### src/hines_pkg.sv
`timescale 1ns / 1ps

package hines_pkg;

    localparam int VW = 48;
    localparam int DIV_STEPS = 72;

    localparam logic signed [VW-1:0] VMAX = {1'b0, {(VW-1){1'b1}}};
    localparam logic signed [VW-1:0] VMIN = {1'b1, {(VW-1){1'b0}}};

    localparam logic [3:0] ACT_LD_DIAG = 4'd0;
    localparam logic [3:0] ACT_LD_OFF  = 4'd1;
    localparam logic [3:0] ACT_LD_RHS  = 4'd2;
    localparam logic [3:0] ACT_RD_RHS  = 4'd3;
    localparam logic [3:0] ACT_RD_DIAG = 4'd4;
    localparam logic [3:0] ACT_BEGIN   = 4'd5;
    localparam logic [3:0] ACT_FWD     = 4'd6;
    localparam logic [3:0] ACT_BWD     = 4'd7;
    localparam logic [3:0] ACT_SCALE   = 4'd8;
    localparam logic [3:0] ACT_CALC    = 4'd9;
    localparam logic [3:0] ACT_SETDIAG = 4'd10;
    localparam logic [3:0] ACT_FINISH  = 4'd11;

    typedef enum logic [3:0] {
        ST_IDLE,
        ST_ISSUE,
        ST_FETCH,
        ST_DIV,
        ST_RDX,
        ST_RDY,
        ST_RDZ,
        ST_MUL,
        ST_WB,
        ST_OUT
    } state_t;

    function automatic logic [VW-1:0] mag(input logic signed [VW-1:0] v);
        mag = v[VW-1] ? VW'(-v) : VW'(v);
    endfunction

    // apply sign to a magnitude, saturate to 48 bits
    function automatic logic signed [VW-1:0] sat_mag(input logic [71:0] m, input logic neg);
        logic signed [VW-1:0] r;
        if (neg) begin
            if (m >= 72'(VMIN[VW-1:0])) begin
                r = VMIN;
            end else begin
                r = -$signed(m[VW-1:0]);
            end
        end else begin
            if (m > 72'(VMAX)) begin
                r = VMAX;
            end else begin
                r = $signed(m[VW-1:0]);
            end
        end
        sat_mag = r;
    endfunction

    function automatic logic signed [VW-1:0] qsub(input logic signed [VW-1:0] a,
                                                   input logic signed [VW-1:0] b);
        logic signed [VW:0] d;
        logic signed [VW-1:0] r;
        d = {a[VW-1], a} - {b[VW-1], b};
        if (d[VW] != d[VW-1]) begin
            r = d[VW] ? VMIN : VMAX;
        end else begin
            r = d[VW-1:0];
        end
        qsub = r;
    endfunction

endpackage

### src/hines_mul.sv
`timescale 1ns / 1ps

module hines_mul
    import hines_pkg::*;
(
    input  logic                 aclk,
    input  logic                 aresetn,
    input  logic                 start,
    input  logic signed [VW-1:0] a,
    input  logic signed [VW-1:0] b,
    output logic                 done,
    output logic signed [VW-1:0] p
);

    logic          busy_reg, busy_next;
    logic [2:0]    cnt_reg, cnt_next;
    logic          done_reg, done_next;
    logic [VW-1:0] ma_reg, ma_next, mb_reg, mb_next;
    logic          neg_reg, neg_next;
    logic [47:0]   pp_reg, pp_next;
    logic [1:0]    sh_reg, sh_next;
    logic [95:0]   acc_reg, acc_next;
    logic [23:0]   ha, hb;
    logic [95:0]   pp_sh;

    always_comb begin
        ha = cnt_reg[1] ? ma_reg[47:24] : ma_reg[23:0];
        hb = cnt_reg[0] ? mb_reg[47:24] : mb_reg[23:0];
        unique case (sh_reg)
            2'd0:    pp_sh = {48'b0, pp_reg};
            2'd1:    pp_sh = {24'b0, pp_reg, 24'b0};
            default: pp_sh = {pp_reg, 48'b0};
        endcase
    end

    always_comb begin
        busy_next = busy_reg;
        cnt_next  = cnt_reg;
        done_next = 1'b0;
        ma_next   = ma_reg;
        mb_next   = mb_reg;
        neg_next  = neg_reg;
        pp_next   = pp_reg;
        sh_next   = sh_reg;
        acc_next  = acc_reg;
        if (start) begin
            busy_next = 1'b1;
            cnt_next  = 3'd0;
            ma_next   = mag(a);
            mb_next   = mag(b);
            neg_next  = a[VW-1] ^ b[VW-1];
            acc_next  = '0;
        end else if (busy_reg) begin
            if (cnt_reg != 3'd4) begin
                pp_next = ha * hb;
                sh_next = {cnt_reg[1] & cnt_reg[0], cnt_reg[1] ^ cnt_reg[0]};
            end
            if (cnt_reg != 3'd0) begin
                acc_next = acc_reg + pp_sh;
            end
            if (cnt_reg == 3'd4) begin
                busy_next = 1'b0;
                done_next = 1'b1;
            end
            cnt_next = cnt_reg + 3'd1;
        end
    end

    always_ff @(posedge aclk) begin
        if (!aresetn) begin
            busy_reg <= 1'b0;
            done_reg <= 1'b0;
            cnt_reg  <= '0;
        end else begin
            busy_reg <= busy_next;
            done_reg <= done_next;
            cnt_reg  <= cnt_next;
        end
        ma_reg  <= ma_next;
        mb_reg  <= mb_next;
        neg_reg <= neg_next;
        pp_reg  <= pp_next;
        sh_reg  <= sh_next;
        acc_reg <= acc_next;
    end

    assign done = done_reg;
    assign p    = sat_mag(acc_reg[95:24], neg_reg);

endmodule

### config.mk
export PLATFORM = sky130hd
export DESIGN_NAME = hines_mul
export DESIGN_NICKNAME = d
export VERILOG_FILES = /design/src/hines_pkg.sv /design/src/hines_mul.sv
export SDC_FILE = /design/constraint.sdc
export NUM_CORES = 2
export LEC_CHECK = 0
export ABC_AREA = 1
export BUFFER_PORTS_ARGS = -buffer_cell sky130_fd_sc_hd__buf_2
export CAP_MARGIN = 40
export CORE_MARGIN = 10
export CORE_UTILIZATION = 52
export CTS_CLUSTER_DIAMETER = 60
export DETAILED_ROUTE_END_ITERATION = 12
export PLACE_DENSITY_LB_ADDON = 0.15
export SLEW_MARGIN = 20
export SYNTH_ARGS = -nofsm -noshare
export SYNTH_HDL_FRONTEND = slang
export SYNTH_SLANG_ARGS = --single-unit
### constraint.sdc
create_clock -name aclk -period 8.77 [get_ports aclk]
set_input_delay 0.877 -clock aclk [delete_from_list [all_inputs] [get_ports aclk]]
set_output_delay 0.877 -clock aclk [all_outputs]
set_load 0.02 [all_outputs]
==> metrics.yaml <==
status:
  status: "complete, no violations"
floorplan:
  ios: 148
  die_h_um: 308
  die_area_um2: 95100
  coreArea_um2: 82200
  initial_utilization: 0.526
  rows: 105
  die_w_um: 308
layout:
  syn_to_final_growth_pct: 8.22
  largest_reg_flops: 96
  final_nets: 7371
  drive_gt1_frac: 0.0845
  fillers: 8269
min_path:
  holdPathEnd: "acc_reg[21]"
  hp-class: "reg2reg"
  hold_depth: 2
  min_from: "acc_reg[21]"
routing:
  wire_per_inst_um: 22.5
  postRouteWirelength_mm: 172
  antenna_left: 0
  drt_iter0_markers: 3902
  vias_per_cell: 5.44
  drc: 0
  vias: 41500
  dr.pass1.iters: 6
yosys:
  ys_warn_count: 0
  syn_nets: 7254
  synthFlopType: "edfxtp_1"
  ys_ff_latch: 248
  yosysTopAreaCell: "fa_1"
  synth_cell_types: 58
  synth_top_area_share: 0.224
  synth_edf_count: 147
  yosysMostFrequentCell: "nand2_1"
  synthSimpleGateAreaFrac: 0.283
  synth_top_family_by_area: "adder cells"
  syn_area_um2: 43200
  synthXorXnorAreaFrac: 0.0419
  ys_async_sr_fraction: 0
  synthCells: 6398
  synth-seq-area-share: 0.149
  yosys.area_share.adder: 0.303
  synth_commonest_cells: "nand2_1 (1563), inv_1 (1510), nor2_1 (796)"
  synth_area_leaders: "fa_1 (22%), nand2_1 (14%), inv_1 (13%), edfxtp_1 (10%), ha_1 (7.9%)"
  synth_compound_area_frac: 0.0719
  synth_mux_area_frac: 0.000463
  synth.avg_cell_area_um2: 6.76
run:
  maxCapViolations: 0
clock_tree:
  root_buffer: "clkbuf_16"
  post_cts_resize_count: 0
  htree_levels: 2
  cts.sinks: 248
  clkLatencyLatePin_ns: 0.61
  path_clk_slew_ns: 0.06
  cts.path.max_buffers: 3
  holdBufCountCts: 0
  cts_tree: "yes"
  cts_buffers: 41
  cts_setup_buffers: 0
setup_path:
  worstPathMaxFanout: 24
  worstSetupPathType: "reg2reg"
  crit_path_top_delay_cell: "inv_1"
  rr_endpoint: "pp_reg[31]"
  cp_top_family: "adder cells"
  r2r_start: "cnt_reg[0]"
  critPathMostFrequentCell: "inv_1"
  critPathArrivalTime_ns: 8.70
  worst_ep_required_time_ns: 9.13
  slowest_delay_ns: 0.78
  cp.buffers_inverters: 9
  crit_path_end_kind: "flip-flop"
  worstRegToRegCells: 27
  r2r_setup_slack_ns: 0.43
  startpoint_type: "flip-flop"
sta:
  drv_slew: 0
  relSlewSlack: 0.354
  fin_crit_sh: 0.952
  fin_skew_ns: 0.0577
  finalHoldViolations: 0
  grt_setup_unrepaired: "false"
  tns_ns: 0
  worst_pin_slew_ns: 0.959
  fmax_mhz: 120
  setup_viol: 0
  hold-worst-slack_ns: 0.517
  fin_crit_ns: 8.34
global_route:
  antenna_found_initial: 1
  grt_pass1_wl_mm: 255
  grtUsageTotal: 0.361
  grt_overflow: 0
  grt_pass1_vias: 41800
  grt_max_degree: 70
placed_design:
  place.gp.congestion: 1.07
  dp_hpwl_mm: 144
  io_buffers: 147
metrics by stage:
| stage | cells | area (um^2) | worst slack, ns | util |
|---|---|---|---|---|
| floorplan | 6398 | 43200 | 2.03 | - |
| detailed placement | 7541 | 45400 | 0.477 | 0.552 |
| global route | 7618 | 46800 | 0.0144 | 0.569 |
| global placement | 7533 | 45200 | 0.527 | 0.550 |
| CTS | 7617 | 46800 | 0.538 | 0.569 |
| finish | 7619 | 46800 | 0.425 | 0.569 |
how the worst max path moves through the flow:
stage	startpoint	endpoint	slack, ns	cells past startpoint
floorplan	cnt_reg[1]	pp_reg[31]	2.03	28
global placement	cnt_reg[0]	pp_reg[31]	0.53	26
detailed placement	cnt_reg[0]	pp_reg[31]	0.48	27
CTS	cnt_reg[0]	pp_reg[31]	0.54	27
global route	cnt_reg[0]	pp_reg[31]	0.01	27
finish	cnt_reg[0]	pp_reg[31]	0.43	27
cell type report:
type | instances | area (um^2) | area share
diodes | 1 | 2.50 | 0.0000535
clock buffers | 48 | 1050 | 0.0225
clock inverters | 28 | 320 | 0.00685
inverters | 1562 | 5860 | 0.125
multi-input cells | 4433 | 30300 | 0.648
flip-flops and latches | 248 | 6440 | 0.138
well taps | 1070 | 1340 | 0.0286
repair buffers | 229 | 1470 | 0.0314
tightest hold or removal path, stage by stage (launching register included):
cell and delay, ns:
dfxtp_1 0.33, o211ai_1 0.10, inv_1 0.06
routing by layer:
metal,part of all wire,wire length (um),up-vias,GRT usage
met4,0.094,16100,0,0.278
met2,0.46,79300,2090,0.603
met3,0.081,13900,570,0.0601
met1,0.36,62400,19400,0.411
li1,-,-,19500,-
met5,0,0,-,0
layout by cell type (no fill, tap or decap), drive strengths merged, types with 11 or more instances in the layout:
cell / count
nor2: 871
xnor2: 38
dfxtp: 101
fa: 483
o21ai: 233
o211ai: 11
nand3: 207
a21oi: 202
buf: 229
nor4: 27
nor3: 64
inv: 1564
xor2: 169
or2: 58
nand2: 1590
edfxtp: 147
o221ai: 12
o21bai: 13
and2: 11
nand4: 78
clkinv: 19
ha: 274
o22ai: 48
clkbuf: 48
kinds of logic after synthesis:
kind of cell	Yosys count
AOI/OAI and AO/OA	554
xor gates and xnor gates	207
adders and majority gates	757
DFF	248
buffers and inverters	1717
and+or+nand+nor	2913
muxes	2
Power is left out: the tool's default activity adds up to more than one toggle a clock period on the data nets, which glitch-free logic cannot reach.
