<file path="config.mk">
export PLATFORM = sky130hd
export DESIGN_NAME = hines_div
export DESIGN_NICKNAME = d
export VERILOG_FILES = /design/src/hines_pkg.sv /design/src/hines_div.sv
export SDC_FILE = /design/constraint.sdc
export NUM_CORES = 1
export LEC_CHECK = 0
export ABC_CLOCK_PERIOD_IN_PS = 7700
export BUFFER_PORTS_ARGS = -buffer_cell sky130_fd_sc_hd__buf_4
export CAP_MARGIN = 40
export CORE_MARGIN = 2
export CORE_UTILIZATION = 40
export DETAILED_ROUTE_END_ITERATION = 12
export GPL_ROUTABILITY_DRIVEN = 0
export PLACE_DENSITY = 0.55
export SLEW_MARGIN = 20
export SYNTH_ARGS = -nofsm -noshare
export SYNTH_HDL_FRONTEND = slang
export SYNTH_SLANG_ARGS = --single-unit
</file>
<file path="constraint.sdc">
create_clock -name aclk -period 7.7 [get_ports aclk]
set_clock_uncertainty 0.1 [all_clocks]
set_input_delay 1.54 -clock aclk [delete_from_list [all_inputs] [get_ports aclk]]
set_output_delay 1.54 -clock aclk [all_outputs]
set_load 0.02 [all_outputs]
</file>
<file path="src/hines_pkg.sv">
`timescale 1ns / 1ps

package hines_pkg;

    localparam int VW = 48;
    localparam int DIV_STEPS = 72;

    localparam logic signed [VW-1:0] VMAX = {1'b0, {(VW-1){1'b1}}};
    localparam logic signed [VW-1:0] VMIN = {1'b1, {(VW-1){1'b0}}};

    localparam logic [3:0] ACT_LD_DIAG = 4'd0;
    localparam logic [3:0] ACT_LD_OFF  = 4'd1;
    localparam logic [3:0] ACT_LD_RHS  = 4'd2;
    localparam logic [3:0] ACT_RD_RHS  = 4'd3;
    localparam logic [3:0] ACT_RD_DIAG = 4'd4;
    localparam logic [3:0] ACT_BEGIN   = 4'd5;
    localparam logic [3:0] ACT_FWD     = 4'd6;
    localparam logic [3:0] ACT_BWD     = 4'd7;
    localparam logic [3:0] ACT_SCALE   = 4'd8;
    localparam logic [3:0] ACT_CALC    = 4'd9;
    localparam logic [3:0] ACT_SETDIAG = 4'd10;
    localparam logic [3:0] ACT_FINISH  = 4'd11;

    typedef enum logic [3:0] {
        ST_IDLE,
        ST_ISSUE,
        ST_FETCH,
        ST_DIV,
        ST_RDX,
        ST_RDY,
        ST_RDZ,
        ST_MUL,
        ST_WB,
        ST_OUT
    } state_t;

    function automatic logic [VW-1:0] mag(input logic signed [VW-1:0] v);
        mag = v[VW-1] ? VW'(-v) : VW'(v);
    endfunction

    // apply sign to a magnitude, saturate to 48 bits
    function automatic logic signed [VW-1:0] sat_mag(input logic [71:0] m, input logic neg);
        logic signed [VW-1:0] r;
        if (neg) begin
            if (m >= 72'(VMIN[VW-1:0])) begin
                r = VMIN;
            end else begin
                r = -$signed(m[VW-1:0]);
            end
        end else begin
            if (m > 72'(VMAX)) begin
                r = VMAX;
            end else begin
                r = $signed(m[VW-1:0]);
            end
        end
        sat_mag = r;
    endfunction

    function automatic logic signed [VW-1:0] qsub(input logic signed [VW-1:0] a,
                                                   input logic signed [VW-1:0] b);
        logic signed [VW:0] d;
        logic signed [VW-1:0] r;
        d = {a[VW-1], a} - {b[VW-1], b};
        if (d[VW] != d[VW-1]) begin
            r = d[VW] ? VMIN : VMAX;
        end else begin
            r = d[VW-1:0];
        end
        qsub = r;
    endfunction

endpackage

</file>
<file path="src/hines_div.sv">
`timescale 1ns / 1ps

module hines_div
    import hines_pkg::*;
(
    input  logic                 aclk,
    input  logic                 aresetn,
    input  logic                 start,
    input  logic signed [VW-1:0] a,
    input  logic signed [VW-1:0] b,
    output logic                 done,
    output logic signed [VW-1:0] q,
    output logic                 err
);

    logic                 busy_reg, busy_next;
    logic                 done_reg, done_next;
    logic [6:0]           cnt_reg, cnt_next;
    logic [VW-1:0]        rem_reg, rem_next;
    logic [VW-1:0]        mb_reg, mb_next;
    logic [71:0]          sh_reg, sh_next;
    logic                 neg_reg, neg_next;
    logic signed [VW-1:0] q_reg, q_next;
    logic                 err_reg, err_next;
    logic [VW:0]          rem2, diff;
    logic                 ge;

    always_comb begin
        rem2 = {rem_reg, sh_reg[71]};
        diff = rem2 - {1'b0, mb_reg};
        ge   = (rem2 >= {1'b0, mb_reg});
    end

    always_comb begin
        busy_next = busy_reg;
        done_next = 1'b0;
        cnt_next  = cnt_reg;
        rem_next  = rem_reg;
        mb_next   = mb_reg;
        sh_next   = sh_reg;
        neg_next  = neg_reg;
        q_next    = q_reg;
        err_next  = err_reg;
        if (start) begin
            if (b == '0) begin
                done_next = 1'b1;
                err_next  = 1'b1;
                q_next    = a[VW-1] ? VMIN : VMAX;
            end else begin
                busy_next = 1'b1;
                err_next  = 1'b0;
                cnt_next  = '0;
                rem_next  = '0;
                mb_next   = mag(b);
                sh_next   = {mag(a), 24'b0};
                neg_next  = a[VW-1] ^ b[VW-1];
            end
        end else if (busy_reg) begin
            if (cnt_reg == 7'(DIV_STEPS)) begin
                busy_next = 1'b0;
                done_next = 1'b1;
                q_next    = sat_mag(sh_reg, neg_reg);
            end else begin
                rem_next = ge ? diff[VW-1:0] : rem2[VW-1:0];
                sh_next  = {sh_reg[70:0], ge};
                cnt_next = cnt_reg + 7'd1;
            end
        end
    end

    always_ff @(posedge aclk) begin
        if (!aresetn) begin
            busy_reg <= 1'b0;
            done_reg <= 1'b0;
            cnt_reg  <= '0;
            err_reg  <= 1'b0;
        end else begin
            busy_reg <= busy_next;
            done_reg <= done_next;
            cnt_reg  <= cnt_next;
            err_reg  <= err_next;
        end
        rem_reg <= rem_next;
        mb_reg  <= mb_next;
        sh_reg  <= sh_next;
        neg_reg <= neg_next;
        q_reg   <= q_next;
    end

    assign done = done_reg;
    assign q    = q_reg;
    assign err  = err_reg;

endmodule

</file>
==> results by group, run 1 <==
Routing
  • DR iter-0 viols: 963
  • Avg Vias per Cell: 5.44
  • Final wirelength: 39200 µm
  • DRC violations left: 0
  • Average wire per standard cell: 16.8 µm
  • Post-DRT Antenna Nets: 0
  • DR vias: 12693
  • Router iterations before antenna repair: 5

GRT
  • GR Util met1: 27.5%
  • Pin count of the biggest net entering global routing: 90
  • Global-route wire length before repair: 62000 µm
  • Tot GR Track Use: 19.2%
  • Vias in the first global route: 11933
  • Gr ovfl total: 0
  • GR Util met3: 2.18%
  • Initial antenna violation count: 0
  • Busiest grt layer: met2
  • Met2 Usage GRT: 31.1%

Power and ir drop
  • Comb pwr share: 33.6%
  • Cell-internal power: 2850 µW
  • Worst-case vdd ir drop: 0.000171 V
  • Net Sw Frac: 34.4%
  • Flop pwr share: 38.1%
  • Leakage Power: 0.00658 µW
  • P_sw: 1490 µW
  • Pwr/cell area: 244 nW/µm²
  • Share of power burned in the clock network: 28.3%

Outcome
  • Status: finished, final reports clean

Timing
  • Slew HR: 39.9%
  • Final slew viol count: 0
  • Setup TNS: 0 ns
  • RSZ-0062 raised after global routing: no
  • Worst-Margin Slew: 0.893 ns
  • Endpoints failing setup: 0
  • Fmax: 212 MHz
  • Final Critical Period: 4.72 ns
  • Fin. Hold Viols: 0
  • Part of the cycle the worst path needs: 61.3%

Finish
  • Max reg flops: 72
  • Number of diodes: 0
  • Fin nets: 1954
  • Synth-to-Final Area Change: 16.1%
  • Total of fill cells in the finished design: 3692
  • Share of layout cells above drive strength 1: 13.9%
  • Layout Cells excl Fill: 2333

Clocking
  • Clk pin slew, worst setup/hold paths: 0.05 ns
  • Number of CTS-inserted buffers: 28
  • CTS tree: done
  • CTS root buf: clkbuf_16
  • Post_cts resized: 0
  • Clk buf depth: 3
  • Setup Fix Bufs, Post-CTS: 0
  • Hold buffer count at CTS: 0
  • Clock Latency Late Sink: 0.54 ns
  • CTS H-tree depth: 1
  • Clk sinks: 227

Worst setup path
  • Worst Path Max Fanout: 60
  • Crit Reg-Reg Endpoint: rem_reg[40]$_SDFFCE_PP0P_
  • Worst EP required: 7.79 ns
  • CP Capture Type: flip-flop
  • CP Class: in2reg
  • Worst setup SP type: primary input
  • FF-to-FF path depth: 11
  • Reg-to-Reg Start: rem_reg[2]$_SDFFCE_PP0P_
  • R2R Setup Slk: 3.43 ns
  • Critical Path AT: 4.81 ns

Logic synthesis
  • Post-synth EDFFs: 217
  • FFs w/ async S/R, synth: 0%
  • Syn_area_per_cell: 9.02 µm²
  • Syn_nets: 1848
  • Sequential area share after synthesis: 43.9%
  • Netlist Area Pre-Place: 15300 µm²
  • Synth warnings: 0
  • Gate Count Post-Synth: 1695
  • Main flop type after synthesis: edfxtp_1
  • Synth area leaders: edfxtp_1, nor2_1, a21oi_1
  • Library cells used by synthesis: 68
  • Synthesized flop and latch total: 227
  • Share of the synthesized area in the top cell type: 42.6%
  • Leading area contributor after synthesis: edfxtp_1

Placement
  • Post-DP HPWL: 27900 µm
  • Port bufs: 148
  • Dpl cells: 2279

Floorplan
  • Die width: 200 µm
  • Std cell rows: 71
  • Io pins: 149
  • Core Area: 37700 µm²
  • Initial Utilization: 40.6%
  • Die area: 39800 µm²
  • Die Y-Extent: 200 µm

Min path
  • WHS Path Cells: 2
  • HP Class: reg2reg
  • Worst Hold Path EP: err$_SDFFE_PN0P_
  • Hold_sp: err$_SDFFE_PN0P_

Flow run
  • Max_cap viols: 0
[synth_stat cells, drive strengths merged (5+ instances only)]
cell type	n
nor2	248
nand2b	12
o21a	7
or3b	10
nand3b	6
o211ai	8
or4	24
o31a	6
nand3	18
o21bai	6
nand4	20
buf	13
inv	68
mux2	18
nor3b	12
clkbuf	74
a31oi	10
or3	35
a21oi	163
o21ai	76
a21o	15
o41ai	13
nand2	165
o22ai	5
nor4	21
nor3	61
ha	53
a21boi	6
mux2i	13
xnor2	75
xor2	58
a211oi	24
o31ai	28
and2	5
or2	8
nor2b	35
and3	5
edfxtp	217
dfxtp	10
[cell usage in the layout (no fill, tap or decap), types with 15 or more instances in the layout]
master and count:
ha_1 53, or4_1 21, xnor2_1 75, a211oi_1 24, nor2b_1 35, mux2_2 18
nand2_1 165, inv_1 66, o31ai_1 28, a21o_1 15, a21oi_1 162, or3_1 35
nand3_1 18, clkbuf_16 29, nor2_1 248, xor2_1 58, nor3_1 61, o21ai_0 76
nor4_1 21, buf_4 156, edfxtp_1 217, nand4_1 20
[layout make-up]
cell class	instances	area, µm²	share of cell area (%)
clock buffers	33	741	4.17
repair buffers	163	1290	7.27
well taps	511	639	3.60
flip-flops and latches	227	6720	37.8
clock inverters	18	116	0.655
inverters	68	258	1.45
multi-input cells	1313	8000	45.0
[metrics by stage]
| step | worst slack (ns) | cell area (µm²) | hold slack [ns] | power [µW] | util, % |
|---|---|---|---|---|---|
| final | 2.98 | 17800 | 0.387 | 4340 | 47.2 |
| after CTS | 2.93 | 17700 | 0.397 | 4360 | 47.0 |
| after detailed placement | 2.37 | 16800 | 0.384 | 3110 | 44.7 |
| after global placement | 2.10 | 16800 | 0.374 | 3100 | 44.6 |
| after global routing | 2.74 | 17800 | 0.427 | 4620 | 47.2 |
| after floorplan | 1.55 | 15300 | 0.397 | 2740 | - |
[worst max path at each step]
stage | slack, ns | depth (start not counted) | from | end
2_1_floorplan | 1.55 | 5 | b[38] | q[0]$_DFFE_PP_
3_3_place_gp | 2.10 | 8 | b[21] | sh_reg[14]$_SDFFCE_PP0P_
3_5_place_dp | 2.37 | 9 | b[21] | sh_reg[18]$_SDFFCE_PP0P_
4_1_cts | 2.93 | 9 | b[21] | sh_reg[17]$_SDFFCE_PP0P_
5_1_grt | 2.74 | 10 | b[21] | sh_reg[17]$_SDFFCE_PP0P_
6_report | 2.98 | 10 | b[21] | sh_reg[12]$_SDFFCE_PP0P_
[power by group through the flow]
stage / combinational (µW) / sequential [µW] / clock, µW
3_5_place_dp: 1440 / 1670 / 0
4_1_cts: 1450 / 1650 / 1260
5_1_grt: 1640 / 1670 / 1310
2_1_floorplan: 1100 / 1640 / 0
3_3_place_gp: 1420 / 1670 / 0
6_report: 1460 / 1650 / 1230
[layer usage]
metal / vias up / share of wire, %
li1: 6386 / -
met4: 0 / 1.6
met5: - / 0
met1: 5997 / 48
met2: 266 / 46
met3: 44 / 4.1
[critical path: stages]
cell and delay (ns):
buf_4 0.12, or4_1 0.55, or3_1 0.37, nor4_1 0.35
clkdlybuf4s18_2 0.31, nand4_1 0.27, a21oi_1 0.41, inv_4 0.21
buf_12 0.24, buf_4 0.39
[cells by family (layout without fill, tap and decap cells)]
family,Yosys count,count (layout),share of synthesized area (%)
buffers and inverters,155,282,3.89
and+or+nand+nor,697,697,21.9
AOI/OAI and AO/OA,398,398,16.0
xor gates and xnor gates,133,133,7.61
muxes,31,31,2.18
DFF,227,227,43.9
adders and majority gates,54,54,4.47
(Power assumes the default switching activity.)
==> inputs of run 2 (changes only) <==
--- a/config.mk
+++ b/config.mk
@@ -5,14 +5,14 @@
 export SDC_FILE = /design/constraint.sdc
 export NUM_CORES = 1
 export LEC_CHECK = 0
-export ABC_CLOCK_PERIOD_IN_PS = 7700
+export ABC_CLOCK_PERIOD_IN_PS = 4290
 export BUFFER_PORTS_ARGS = -buffer_cell sky130_fd_sc_hd__buf_4
 export CAP_MARGIN = 40
 export CORE_MARGIN = 2
 export CORE_UTILIZATION = 40
 export DETAILED_ROUTE_END_ITERATION = 12
 export GPL_ROUTABILITY_DRIVEN = 0
-export PLACE_DENSITY = 0.55
+export PLACE_DENSITY = 0.57
 export SLEW_MARGIN = 20
 export SYNTH_ARGS = -nofsm -noshare
 export SYNTH_HDL_FRONTEND = slang
==> constraint.sdc (replaced) <==
create_clock -name aclk -period 4.29 [get_ports aclk]
set_clock_uncertainty 0.1 [all_clocks]
set_input_delay 0.858 -clock aclk [delete_from_list [all_inputs] [get_ports aclk]]
set_output_delay 0.858 -clock aclk [all_outputs]
set_load 0.02 [all_outputs]
==> run 2 against run 1 <==
  * Via count rose by 0.77%
  * Sequential cell count did not move
  * Routed wire length fell by 0.79%
  * Register-to-register slack got worse by 2.9 ns
  * Setup slack got worse by 2.5 ns
  * Critical path type is now reg2reg
  * Highest routed layer unchanged
==> results by group, run 2 (synthesized netlist as in run 1, its figures left out) <==
Min path
  • HP Class: reg2reg

Worst setup path
  • CP Capture Type: flip-flop
  • Worst Setup SP: sh_reg[14]$_SDFFCE_PP0P_
  • Worst EP required: 4.48 ns (-3.31 ns)
  • Top cell by count, worst path: or4_4
  • Worst setup SP type: flip-flop
  • Worst setup path endpoint: q[45]$_DFFE_PP_
  • CP max stage delay: 0.59 ns (+0.04 ns)
  • CP Class: reg2reg
  • Reg-to-Reg Start: sh_reg[14]$_SDFFCE_PP0P_
  • Crit-path cells: or4_4 > or4_4 > or3_1 > or4_4 > or4b_4 > mux2i_1 > nor2_1 > o31a_1
  • R2R Setup Slk: 0.50 ns (-2.93 ns)
  • Worst Path Max Fanout: 6 (-90%)
  • Worst path slowest cell: or4_4
  • Crit Reg-Reg Endpoint: q[45]$_DFFE_PP_
  • Critical Path AT: 3.99 ns (-0.82 ns)
  • FF-to-FF path depth: 8 (-3)

Routing
  • Post-DRT Antenna Nets: 0 (unchanged)
  • Avg Vias per Cell: 5.44 (about the same)
  • DR vias: 12791 (+0.77%)
  • DR iter-0 viols: 916 (-4.9%)
  • Router iterations before antenna repair: 6 (+1)
  • DRC violations left: 0 (unchanged)
  • Final wirelength: 38900 µm (-0.79%)
  • Average wire per standard cell: 16.5 µm (-1.5%)

GRT
  • Pin count of the biggest net entering global routing: 90 (unchanged)
  • Global-route wire length before repair: 62400 µm (+0.57%)
  • Tot GR Track Use: 19.2% (+0.051 points)
  • GR Util met1: 26.9% (-0.60 points)
  • GR Util met3: 2.46% (+0.29 points)
  • Vias in the first global route: 12132 (+1.7%)
  • Initial antenna violation count: 0 (unchanged)
  • Met2 Usage GRT: 31.5% (+0.44 points)
  • Gr ovfl total: 0 (unchanged)
  • Busiest grt layer: met2

Finish
  • Total of fill cells in the finished design: 3683 (-0.24%)
  • Fin nets: 1972 (+0.92%)
  • Layout Cells excl Fill: 2350 (+0.73%)
  • Commonest non-fill, non-tap cells in the layout: nor2_1, edfxtp_1, buf_4, nand2_1, a21oi_1
  • Area of the multi-input gates: 8040 µm² (+0.47%)
  • Share of layout cells above drive strength 1: 15.2% (+1.3 points)
  • Seq. cell area: 6720 µm² (unchanged)
  • Number of diodes: 0 (unchanged)
  • Max reg flops: 72 (unchanged)
  • Synth-to-Final Area Change: 17.0%
  • Commonest non-fill, non-tap cell in the layout: nor2_1

Timing
  • Final Critical Period: 3.79 ns
  • Endpoints failing setup: 0 (unchanged)
  • Worst-Margin Slew: 0.793 ns (-0.100 ns)
  • Fmax: 264 MHz
  • Fin. Hold Viols: 0 (unchanged)
  • Part of the cycle the worst path needs: 88.4%
  • Slew HR: 47.1% (+7.2 points)
  • RSZ-0062 raised after global routing: no
  • Final slew viol count: 0 (unchanged)
  • Setup TNS: 0 ns (unchanged)

Clocking
  • Clk pin slew, worst setup/hold paths: 0.06 ns (about the same)
  • Post_cts resized: 0 (unchanged)
  • CTS tree: done
  • CTS root buf: clkbuf_16
  • Hold buffer count at CTS: 0 (unchanged)
  • Number of CTS-inserted buffers: 27 (-3.6%)
  • Clk sinks: 227 (unchanged)
  • CTS H-tree depth: 1 (unchanged)
  • Clk buf depth: 3 (unchanged)
  • Clock Latency Late Sink: 0.54 ns (about the same)
  • Setup Fix Bufs, Post-CTS: 0 (unchanged)

Floorplan
  • Std cell rows: 71 (unchanged)
  • Die area: 39800 µm² (unchanged)
  • Core Area: 37700 µm² (unchanged)
  • Initial Utilization: 40.6% (unchanged)
  • Io pins: 149 (unchanged)
  • Die Y-Extent: 200 µm (unchanged)
  • Die width: 200 µm (unchanged)

Power and ir drop
  • Worst-case vdd ir drop: 0.000272 V (+59%)
  • Pwr/cell area: 430 nW/µm² (+76%)
  • Leakage Power: 0.00667 µW (+1.3%)

Placement
  • Post-DP HPWL: 28000 µm (+0.24%)
  • Dpl cells: 2299 (+0.88%)
  • Port bufs: 148 (unchanged)

Flow run
  • Max_cap viols: 0 (unchanged)

Outcome
  • Status: finished, final reports clean
## run 2: layer usage
layer	up-vias	share of wire (%)
met1	5955	47
met4	0	2.0
met5	-	0
met3	62	5.1
li1	6423	-
met2	351	46
## run 2: stage by stage
step	power [µW]	utilization (%)	area (µm²)	hold slack (ns)	worst slack, ns
after CTS	7750	47.4	17800	0.386	0.457
after global routing	8200	47.5	17900	0.411	0.211
after detailed placement	5600	45.3	17000	0.372	0.147
after floorplan	4920	-	15400	0.397	-0.495
final	7690	47.5	17900	0.379	0.496
after global placement	5580	45.3	17000	0.359	0.182
## run 2: cell type report
cell class                 count  area share, %
sequential                   227           37.5
multi-input combinational   1313           44.9
inverter                      68           1.45
clock inverter                18          0.622
tap                          511           3.57
timing repair buffer         182           8.09
clock buffer                  31           3.86
## run 2: worst min-delay path by stage
stage	endpoint	startpoint	slack, ns	cells after the start
final	err$_SDFFE_PN0P_	err$_SDFFE_PN0P_	0.38	2
after global routing	mb_reg[0]$_DFFE_PP_	b[0]	0.41	1
after CTS	err$_SDFFE_PN0P_	err$_SDFFE_PN0P_	0.39	2
after detailed placement	err$_SDFFE_PN0P_	err$_SDFFE_PN0P_	0.37	2
after global placement	err$_SDFFE_PN0P_	err$_SDFFE_PN0P_	0.36	2
after floorplan	busy_reg$_SDFFE_PN0P_	busy_reg$_SDFFE_PN0P_	0.40	2
## run 2: power by group
| part | switching (µW) | total (µW) | leakage [µW] | internal [µW] |
|---|---|---|---|---|
| clock | 939 | 2100 | 0.000393 | 1160 |
| combinational | 1570 | 2630 | 0.00406 | 1060 |
| sequential | 182 | 2960 | 0.00221 | 2780 |
| total | 2690 | 7690 | 0.00667 | 5010 |
## run 2: worst max-delay path: cells and delay by family (launching register included)
family	cells	cell delay, ns
compound gates	1	0.24
simple gates	6	2.59
flops	1	0.46
mux	1	0.16
==> inputs of run 3 (changes only) <==
--- a/config.mk
+++ b/config.mk
@@ -5,6 +5,7 @@
 export SDC_FILE = /design/constraint.sdc
 export NUM_CORES = 1
 export LEC_CHECK = 0
+export ABC_AREA = 1
 export ABC_CLOCK_PERIOD_IN_PS = 4290
 export BUFFER_PORTS_ARGS = -buffer_cell sky130_fd_sc_hd__buf_4
 export CAP_MARGIN = 40
@@ -12,7 +13,7 @@
 export CORE_UTILIZATION = 40
 export DETAILED_ROUTE_END_ITERATION = 12
 export GPL_ROUTABILITY_DRIVEN = 0
-export PLACE_DENSITY = 0.57
+export PLACE_DENSITY = 0.56
 export SLEW_MARGIN = 20
 export SYNTH_ARGS = -nofsm -noshare
 export SYNTH_HDL_FRONTEND = slang
==> run 3 against run 2 <==
  * Fmax grew 25%
  * Sequential share of layout area decreased by 5.7 points
  * First-iteration DRC count rose by 85%
  * Final cell count increased by 50%
  * Count of clock-buffer cells in the layout rose by 3
  * Total power up 7.5%
  * Global-route usage up 6.3 points
  * Critical endpoint is now rem_reg[16]$_SDFFCE_PP0P_
  * Highest routed layer is now met5
==> results by group, run 3 <==
Outcome
  • Status: finished, final reports clean

Logic synthesis
  • Simple logic cell fraction of the synthesized area: 36.3% (+14 points)
  • Synth warnings: 0 (unchanged)
  • Top post-synthesis cells by count: nand2_1, inv_1, nor2_1
  • Synth Area in Compound Gates: 6.69% (-9.3 points)
  • Synthesized flop and latch total: 227 (unchanged)
  • Count leader, synth: nand2_1
  • Post-synthesis mux area share: 0% (-2.2 points)
  • Combinational family with the most area after synthesis: simple AND/OR/NAND/NOR gates
  • Post-synth EDFFs: 217 (unchanged)
  • Adder-Cell Fraction of Synth Area: 3.69% (-0.77 points)
  • Netlist Area Pre-Place: 18500 µm² (+21%)
  • Synth area leaders: edfxtp_1, nand2_1, inv_1
  • Gate Count Post-Synth: 2780 (+64%)
  • Share of the synthesized area in the top cell type: 35.2% (-7.4 points)
  • Synth Area in XOR/XNOR: 5.02% (-2.6 points)
  • Syn_nets: 2933 (+59%)
  • Syn_area_per_cell: 6.65 µm² (-26%)
  • Library cells used by synthesis: 44 (-35%)
  • FFs w/ async S/R, synth: 0% (unchanged)
  • Leading area contributor after synthesis: edfxtp_1
  • Main flop type after synthesis: edfxtp_1
  • Sequential area share after synthesis: 36.3% (-7.6 points)

Finish
  • Fin util: 46.4% (-1.1 points)
  • Commonest non-fill, non-tap cell in the layout: nand2_1
  • Total of fill cells in the finished design: 4831 (+31%)
  • Final instance area: 21100 µm² (+18%)
  • Commonest non-fill, non-tap cells in the layout: nand2_1, inv_1, nor2_1, edfxtp_1, nand3_1
  • Layout Cells excl Fill: 3534 (+50%)
  • Synth-to-Final Area Change: 14.2%
  • Fin nets: 3059 (+55%)
  • Share of layout cells above drive strength 1: 8.74% (-6.4 points)
  • Max reg flops: 72 (unchanged)

Placement
  • Port bufs: 148 (unchanged)
  • Post-DP HPWL: 47500 µm (+70%)
  • Dpl cell area: 20200 µm² (+19%)
  • Dpl cells: 3476 (+51%)

Worst setup path
  • Critical Path AT: 3.24 ns (-0.75 ns)
  • Kind of cell adding the most delay to the critical path: simple AND/OR/NAND/NOR gates
  • CP Capture Type: flip-flop
  • Worst Setup SP: mb_reg[42]$_DFFE_PP_
  • Top cell by count, worst path: nand2_1
  • CP Class: reg2reg
  • CP max stage delay: 0.58 ns (about the same)
  • Worst EP required: 4.50 ns (+0.02 ns)
  • Worst path slowest cell: a21oi_4
  • Reg-to-Reg Start: mb_reg[42]$_DFFE_PP_
  • Worst Path Max Fanout: 28 (+22)
  • Worst setup SP type: flip-flop
  • WP buf/inv: 2 (+2)
  • Crit-path cells: inv_1 > ha_1 > nand2_1 > nand2_1 > nand2_1 > and2_1 > nor2_1 > nor2_1 > nand2_1 > a21oi_4 > buf_12 > nand4_1 > nand2_1 > nor2_1

Timing
  • Fin. Hold Viols: 0 (unchanged)
  • Final Critical Period: 3.03 ns (-0.762 ns)
  • RSZ-0062 raised after global routing: no
  • Final slew viol count: 0 (unchanged)
  • Slew HR: 46.0% (-1.1 points)
  • Setup TNS: 0 ns (unchanged)
  • Endpoints failing setup: 0 (unchanged)
  • Fmax: 330 MHz (+25%)
  • Part of the cycle the worst path needs: 70.7% (-18 points)
  • Worst-Margin Slew: 0.808 ns (+0.0151 ns)

GRT
  • Initial antenna violation count: 8 (+8)
  • Gr ovfl total: 0 (unchanged)
  • Global-route wire length before repair: 95900 µm (+54%)
  • Tot GR Track Use: 25.5% (+6.3 points)
  • Vias in the first global route: 17437 (+44%)
  • Pin count of the biggest net entering global routing: 102 (+13%)

Clocking
  • CTS tree: done
  • Clock Latency Late Sink: 0.58 ns (+0.04 ns)
  • Clk buf depth: 3 (unchanged)
  • Post_cts resized: 0 (unchanged)
  • Number of CTS-inserted buffers: 28 (+3.7%)
  • Setup Fix Bufs, Post-CTS: 0 (unchanged)
  • Clk pin slew, worst setup/hold paths: 0.06 ns (about the same)
  • CTS root buf: clkbuf_16
  • CTS H-tree depth: 1 (unchanged)
  • Clk sinks: 227 (unchanged)
  • Hold buffer count at CTS: 0 (unchanged)

Routing
  • Post-DRT Antenna Nets: 0 (unchanged)
  • Average wire per standard cell: 17.4 µm (+4.9%)
  • Avg Vias per Cell: 5.20 (-4.5%)
  • Router iterations before antenna repair: 8 (+2)
  • DR vias: 18368 (+44%)
  • Final wirelength: 61300 µm (+58%)
  • DR iter-0 viols: 1694 (+85%)
  • DRC violations left: 0 (unchanged)

Power and ir drop
  • Net Sw Frac: 39.4% (+4.5 points)
  • Pwr/cell area: 392 nW/µm² (-8.8%)
  • Worst-case vdd ir drop: 0.000314 V (+15%)
  • P_sw: 3260 µW (+21%)
  • Share of power burned in the clock network: 27.3% (about the same)
  • Leakage Power: 0.0100 µW (+50%)
  • Flop pwr share: 35.4% (-3.1 points)
  • Comb pwr share: 37.4% (+3.2 points)
  • Cell-internal power: 5020 µW (+0.14%)

Floorplan
  • Initial Utilization: 40.7% (+0.042 points)
  • Die Y-Extent: 219 µm (+9.7%)
  • Core Area: 45500 µm² (+21%)
  • Die width: 219 µm (+9.7%)
  • Die area: 48000 µm² (+20%)
  • Io pins: 149 (unchanged)
  • Std cell rows: 78 (+9.9%)

Min path
  • Hold_sp: err$_SDFFE_PN0P_
  • HP Class: reg2reg

Flow run
  • Max_cap viols: 0 (unchanged)
## run 3: routing by layer
metal | vias up | GRT usage, % | wire length, µm
met5 | - | 0 | 39
met4 | 6 | 8.51 | 2070
met3 | 140 | 3.42 | 3820
met2 | 647 | 41.8 | 28100
met1 | 8455 | 34.6 | 27300
li1 | 9120 | - | -
## run 3: stage by stage
step | power (µW) | hold WS [ns] | worst slack (ns)
final | 8270 | 0.386 | 1.26
after global placement | 5980 | 0.368 | 0.992
after floorplan | 5090 | 0.366 | 0.579
after detailed placement | 6000 | 0.379 | 0.968
after global routing | 8840 | 0.377 | 1.01
after CTS | 8280 | 0.370 | 1.28
## run 3: kinds of logic after synthesis
| group | count (synthesis) |
|---|---|
| adders and majority gates | 54 |
| DFF | 227 |
| AOI/OAI and AO/OA | 232 |
| and+or+nand+nor | 1596 |
| buffers and inverters | 565 |
| xor gates and xnor gates | 106 |
## run 3: path summary, 6_finish.rpt
path	end	slack (ns)	cells past startpoint
setup / recovery	rem_reg[16]$_SDFFCE_PP0P_	1.26	14
hold / removal	err$_SDFFE_PN0P_	0.39	2
setup reg to reg	rem_reg[16]$_SDFFCE_PP0P_	1.26	14
hold reg to reg	err$_SDFFE_PN0P_	0.39	2
## run 3: power by group through the flow
stage | Clock (µW) | Sequential [µW] | Combinational [µW]
2_1_floorplan | 0 | 2890 | 2200
3_3_place_gp | 0 | 2960 | 3020
3_5_place_dp | 0 | 2960 | 3040
4_1_cts | 2310 | 2920 | 3060
5_1_grt | 2400 | 2950 | 3490
6_report | 2260 | 2920 | 3090
## run 3: cell type report
type,instances,area [µm²],area share (%)
multi-input cells,1988,9580,45.4
inverters,498,1870,8.86
clock buffers,34,723,3.43
diodes,6,15.0,0.0711
flip-flops and latches,227,6720,31.8
repair buffers,163,1330,6.31
clock inverters,18,129,0.610
well taps,600,751,3.56
## run 3: tightest hold or removal path, cell delays in order, from the launching register on
cell	delay [ns]
dfxtp_1	0.33
nor2_1	0.05
nor2_1	0.08
